## src/hw/rtl/imm_pkg.sv

```systemverilog
`timescale 1ns / 1ps
// Shared types and constants of the int8 matrix multiply core.
package imm_pkg;

   // Item kinds carried on the request tuser bit
   localparam logic OP_LOAD = 1'b0;
   localparam logic OP_ACT  = 1'b1;

   // Register indexes (byte address / 4)
   localparam logic [1:0] REG_ROWS     = 2'd0;
   localparam logic [1:0] REG_KGROUPS  = 2'd1;
   localparam logic [1:0] REG_COLUMNS  = 2'd2;

   localparam int LANE_FIELDS = 4;
   localparam int LANE_IDX_W  = 2;
   localparam int LANE_W      = 8;
   localparam int PROD_W      = 16;
   localparam int SUM_W       = 26;

   localparam int IN_ROW_W    = 4;
   localparam int IN_GROUP_W  = 8;
   localparam int OUT_ROW_W   = 4;
   localparam int COL_W       = 12;
   localparam int COL_CNT_W   = 13;
   localparam int MAX_COLUMNS = 4096;

   localparam int ROWS_REG_W    = 5;
   localparam int KGROUPS_REG_W = 9;

   localparam int REQ_TDATA_W = 48;
   localparam int RSP_TDATA_W = 48;
   localparam int CSR_ADDR_W  = 4;
   localparam int CSR_DATA_W  = 32;

   // Controller to datapath commands
   typedef struct packed {
      logic load_weight;
      logic act_capture;
      logic mac_issue;
      logic out_read;
      logic out_load;
      logic out_last;
      logic clear_acc;
   } cmd_type;

   // Datapath to controller status
   typedef struct packed {
      logic out_free;
      logic pipe_busy;
   } status_type;

endpackage

```

## src/hw/rtl/imm_ctrl.sv

```systemverilog
`timescale 1ns / 1ps
// Sequencing state machine with the row, group and column counters.
module imm_ctrl #(
   parameter int MAX_ROWS     = 16,
   parameter int MAX_K_GROUPS = 256,
   localparam int ROW_W  = $clog2(MAX_ROWS),
   localparam int RCNT_W = $clog2(MAX_ROWS + 1),
   localparam int GRP_W  = (MAX_K_GROUPS > 1) ? $clog2(MAX_K_GROUPS) : 1,
   localparam int GCNT_W = $clog2(MAX_K_GROUPS + 1)
) (
   input  logic                       clock,
   input  logic                       reset,
   input  logic                       req_tvalid,
   input  logic                       req_opcode,
   output logic                       req_tready,
   input  logic [RCNT_W-1:0]          rows_in_use,
   input  logic [GCNT_W-1:0]          k_groups_in_use,
   input  logic [imm_pkg::COL_CNT_W-1:0] columns_in_use,
   input  imm_pkg::status_type        status,
   output imm_pkg::cmd_type           cmd,
   output logic [ROW_W-1:0]           row_idx,
   output logic [GRP_W-1:0]           group_idx,
   output logic [imm_pkg::COL_W-1:0]  column_idx
);

   typedef enum logic [2:0] {
      ST_IDLE,
      ST_MAC,
      ST_DRAIN,
      ST_OUT_READ,
      ST_OUT_LOAD
   } state_type;

   state_type                      state_ff, state_in;
   logic [ROW_W-1:0]               row_ff, row_in;
   logic [GCNT_W-1:0]              group_ff, group_in;
   logic [imm_pkg::COL_W-1:0]      column_ff, column_in;
   logic [GCNT_W-1:0]              group_inc;
   logic [imm_pkg::COL_CNT_W-1:0]  column_inc;
   logic                           accept;
   logic                           row_last;

   assign req_tready = (state_ff == ST_IDLE);
   assign accept     = req_tvalid && req_tready;
   assign row_last   = ((RCNT_W'(row_ff) + RCNT_W'(1)) == rows_in_use);
   assign group_inc  = group_ff + GCNT_W'(1);
   assign column_inc = {1'b0, column_ff} + imm_pkg::COL_CNT_W'(1);

   always_comb begin
      state_in  = state_ff;
      row_in    = row_ff;
      group_in  = group_ff;
      column_in = column_ff;
      cmd       = '0;
      unique case (state_ff)
         ST_IDLE: begin
            if (accept) begin
               if (req_opcode == imm_pkg::OP_ACT) begin
                  cmd.act_capture = 1'b1;
                  row_in          = '0;
                  state_in        = ST_MAC;
               end else begin
                  cmd.load_weight = 1'b1;
               end
            end
         end
         ST_MAC: begin
            cmd.mac_issue = 1'b1;
            if (row_last) begin
               state_in = ST_DRAIN;
            end else begin
               row_in = row_ff + ROW_W'(1);
            end
         end
         ST_DRAIN: begin
            // wait for the last row's sum to land before moving on
            if (!status.pipe_busy) begin
               group_in = group_inc;
               row_in   = '0;
               if (group_inc >= k_groups_in_use) begin
                  state_in = ST_OUT_READ;
               end else begin
                  state_in = ST_IDLE;
               end
            end
         end
         ST_OUT_READ: begin
            cmd.out_read = 1'b1;
            state_in     = ST_OUT_LOAD;
         end
         ST_OUT_LOAD: begin
            if (status.out_free) begin
               cmd.out_load = 1'b1;
               cmd.out_last = row_last;
               if (row_last) begin
                  cmd.clear_acc = 1'b1;
                  group_in      = '0;
                  if (column_inc >= columns_in_use) begin
                     column_in = '0;
                  end else begin
                     column_in = column_inc[imm_pkg::COL_W-1:0];
                  end
                  state_in = ST_IDLE;
               end else begin
                  row_in   = row_ff + ROW_W'(1);
                  state_in = ST_OUT_READ;
               end
            end
         end
         default: begin
            state_in = ST_IDLE;
         end
      endcase
   end

   always_ff @(posedge clock) begin
      if (reset) begin
         state_ff  <= ST_IDLE;
         row_ff    <= '0;
         group_ff  <= '0;
         column_ff <= '0;
      end else begin
         state_ff  <= state_in;
         row_ff    <= row_in;
         group_ff  <= group_in;
         column_ff <= column_in;
      end
   end

   assign row_idx    = row_ff;
   assign group_idx  = group_ff[GRP_W-1:0];
   assign column_idx = column_ff;

`ifndef NO_ASSERTIONS
   a_accept_drained: assert property (@(posedge clock) disable iff (reset)
      accept |-> !status.pipe_busy)
      else $error("item accepted while the MAC pipeline still holds sums");

   a_load_when_free: assert property (@(posedge clock) disable iff (reset)
      cmd.out_load |-> status.out_free)
      else $error("result loaded over one not yet taken");

   a_row_in_range: assert property (@(posedge clock) disable iff (reset)
      (state_ff == ST_MAC) |-> (RCNT_W'(row_ff) < rows_in_use))
      else $error("row counter beyond rows in use");
`endif

endmodule

```

## config.mk

```make
export PLATFORM = sky130hd
export DESIGN_NAME = imm_ctrl
export DESIGN_NICKNAME = d
export VERILOG_FILES = /design/src/hw/rtl/imm_pkg.sv /design/src/hw/rtl/imm_ctrl.sv
export SDC_FILE = /design/constraint.sdc
export NUM_CORES = 1
export LEC_CHECK = 0
export BUFFER_PORTS_ARGS = -buffer_cell sky130_fd_sc_hd__buf_2
export CAP_MARGIN = 20
export CORE_MARGIN = 2
export CORE_UTILIZATION = 53
export DETAILED_ROUTE_END_ITERATION = 10
export GPL_TIMING_DRIVEN = 1
export PLACE_DENSITY = 0.86
export SLEW_MARGIN = 10
export SYNTH_ARGS = -nofsm -noshare
export SYNTH_HDL_FRONTEND = slang
export SYNTH_SLANG_ARGS = --single-unit
export TNS_END_PERCENT = 100
```

## constraint.sdc

```tcl
create_clock -name clock -period 3.55 [get_ports clock]
set_clock_uncertainty 0.05 [all_clocks]
set_input_delay 0.71 -clock clock [delete_from_list [all_inputs] [get_ports clock]]
set_output_delay 0.71 -clock clock [all_outputs]
set_load 0.005 [all_outputs]
```

==> flow_summary.toml <==
[clock_tree]
ctsLongestPathBuffers = 2
clock_latency_ns = 0.28
cts_hold_buf = 0
cts_resized = 0
clkTransAtPathRegs_ns = 0.10
cts_made_buffers = 3
htree_levels = 1
postCtsSetupBuffers = 0
clock-sinks = 28
cts_tree = "done"
root_buffer = "clkbuf_8"

[power_and_ir_drop]
internal_power_mw = 0.499
p_clk_share_pct = 28.5
combPwrFrac_pct = 21.5
powerDensity_nw_per_um2 = 259
power_mw = 0.702
power.static_leakage_nw = 1.43
seqPwrFrac_pct = 50.0
peakVddDrop_mv = 0.145
p_sw_share_pct = 28.9
p_switching_mw = 0.203

[synth]
syn_area_um2 = 2380
ys_dominant_reg_cell = "dfxtp_1"
async_reset_ff_share_pct = 0
synth_nets = 361
ys_ff_latch = 28
syn_avg_cell_area_um2 = 7.86
synth_warnings = 0
yosysSeqAreaShare_pct = 23.5
yosysTopAreaCell = "dfxtp_1"
yosys.cell_types.count = 53
synth_edf_count = 0
synth_top_area_share_pct = 23.5
synthTopCellsByArea = "dfxtp_1, ha_1, nor2_1, nand2_1, xnor2_1"
synthCells = 303

[timing]
finalMaxSlewViolations = 0
tightestPinTransition_ns = 0.578
finalHoldViolCount = 0
fin_crit_sh_pct = 91.1
fin_ws_ns = 0.315
min_period_ns = 3.24
setup_viol = 0
maxSlewHeadroom_pct = 61.5
timing.hold.ws_ns = 0.420
setup_tns_ns = 0
grt_setup_unrepaired = "no"
fmaxAchievable_ghz = 0.309

[job]
maxCapViolations = 0

[die]
start_util_pct = 54.7
dieHeight_um = 71.0
io_pins = 65
die_x_um = 71.0
std_cell_rows = 24
die_area_um2 = 5050
core_um2 = 4350

[layout]
final_cell_area_um2 = 2710
antenna_cells = 0
drive_above_1_share_pct = 22.7
seq_area_um2 = 561
area_growth_pct = 13.6
fillCellCount = 386
final_nets = 412
multiInputGateArea_um2 = 1590
final_util_pct = 62.2
fin_cells = 405

[global_routing]
grt_pass1_vias = 2018
grt_first_pass_wirelength_um = 8670
grt_start_max_net_pins = 19
grt_overflow_total = 0
antenna_found_initial = 0
grt_use_total_pct = 20.7

[outcome]
outcome = "complete, no violations"

[drt]
drtAntennaViolNets = 0
wl_per_cell_um = 12.9
drt-total-wl_um = 5220
dr.pass1.iters = 4
remaining_drc_errors = 0
vias = 2247
viasPerCell = 5.55
first_iter_violations = 113

[place]
gp_congestion = 0.888
place_area_um2 = 2650
dp.cells = 401
hpwl_um = 4090
portBuffers = 64
place_ws_ns = 0.363

[setup_path]
cp-end-kind = "flip-flop"
criticalPathCategory = "reg2reg"
crit_fanout = 11
crit_arrival_ns = 3.36
cp.required_ns = 3.67
crit_path_start_kind = "flip-flop"

[min_path]
hp-class = "reg2reg"
[final cells by class]
class	instances	area share [%]
Tap cell	52	2.40
Inverter	25	3.65
Clock buffer	4	2.03
Sequential cell	28	20.7
Multi-Input combinational cell	230	58.8
Timing Repair Buffer	66	12.4
[synthesized netlist by cell type, drive strengths merged, types with 6 or more instances]
cell,n
a221o,8
a21oi,18
buf,15
dfxtp,28
xor2,11
nand2,28
nand3,13
o21ai,12
and3,8
nor3b,6
nor2,35
xnor2,11
ha,25
inv,24
nor3,10
[routing by layer]
layer  part of all wire [%]  vias to the layer above  routed length (um)  track usage (%)
li1                       -                     1158                   -                -
met1                     46                     1026                2410             27.2
met2                     48                       59                2530             36.6
met3                    4.5                        4                 234             2.14
met4                   0.88                        0                  46             5.03
met5                      0                        -                   0                0
[critical path: stages, from the launching register on]
cell and delay [ns]:
dfxtp_1 0.42, nand3_1 0.21, nor3_1 0.43, and3_1 0.24, and3_1 0.17, xnor2_1 0.14
inv_1 0.07, ha_1 0.28, nand2_1 0.06, nor2_1 0.15, o211ai_1 0.10, o21ai_0 0.21
buf_4 0.18, nor2_4 0.07, a221o_1 0.36
[cells by family (layout without fill, tap and decap cells)]
logic type	Yosys count	in the layout	share of synthesized area, %
buf+inv	45	95	9.66
flops	28	28	23.5
compound gates	62	62	19.2
simple gates	117	117	24.6
fa+ha+maj	25	25	13.1
mux	4	4	1.73
xor+xnor	22	22	8.09
[cells in the final DEF (no fill, tap or decap), types with 2 or more instances in the layout]
| cell | synthesis | layout |
|---|---|---|
| a21oi_1 | 17 | 17 |
| nor2_1 | 33 | 33 |
| clkbuf_8 | 0 | 4 |
| and3_1 | 8 | 8 |
| nand2b_1 | 2 | 2 |
| buf_2 | 3 | 64 |
| nand2_1 | 27 | 27 |
| buf_4 | 10 | 2 |
| o21a_1 | 2 | 2 |
| and3b_1 | 2 | 2 |
| nand3_1 | 13 | 13 |
| dfxtp_1 | 28 | 28 |
| nor2b_1 | 5 | 5 |
| a211o_1 | 3 | 3 |
| xnor2_1 | 11 | 11 |
| a221o_1 | 8 | 8 |
| xor2_1 | 11 | 11 |
| nor3_1 | 10 | 10 |
| a21o_1 | 3 | 3 |
| ha_1 | 25 | 25 |
| o22ai_1 | 3 | 3 |
| nor3b_1 | 6 | 6 |
| nor2_4 | 2 | 2 |
| o21ai_0 | 11 | 11 |
| mux2i_1 | 3 | 3 |
| inv_1 | 24 | 24 |
[power by group through the flow]
stage / Clock, mW / Combinational, mW / Sequential (mW)
final: 0.200 / 0.151 / 0.351
after detailed placement: 0 / 0.150 / 0.357
after CTS: 0.208 / 0.151 / 0.350
after global placement: 0 / 0.145 / 0.356
after global routing: 0.215 / 0.169 / 0.353
after floorplan: 0 / 0.0993 / 0.351
[flip-flops by register name (all words and copies together) (netlist names)]
register / flops
column_idx: 12
group_ff: 9
row_idx: 4
state_ff: 3
[final timing paths]
kind	cells past startpoint	slack [ns]	from	to
worst max-delay path	14	0.31	column_idx[0]	column_idx[4]
worst min register to register	2	0.42	group_ff[8]	group_ff[8]
worst max register to register	14	0.31	column_idx[0]	column_idx[4]
worst min-delay path	2	0.42	group_ff[8]	group_ff[8]
No activity file was read; power rests on OpenSTA's default activity.
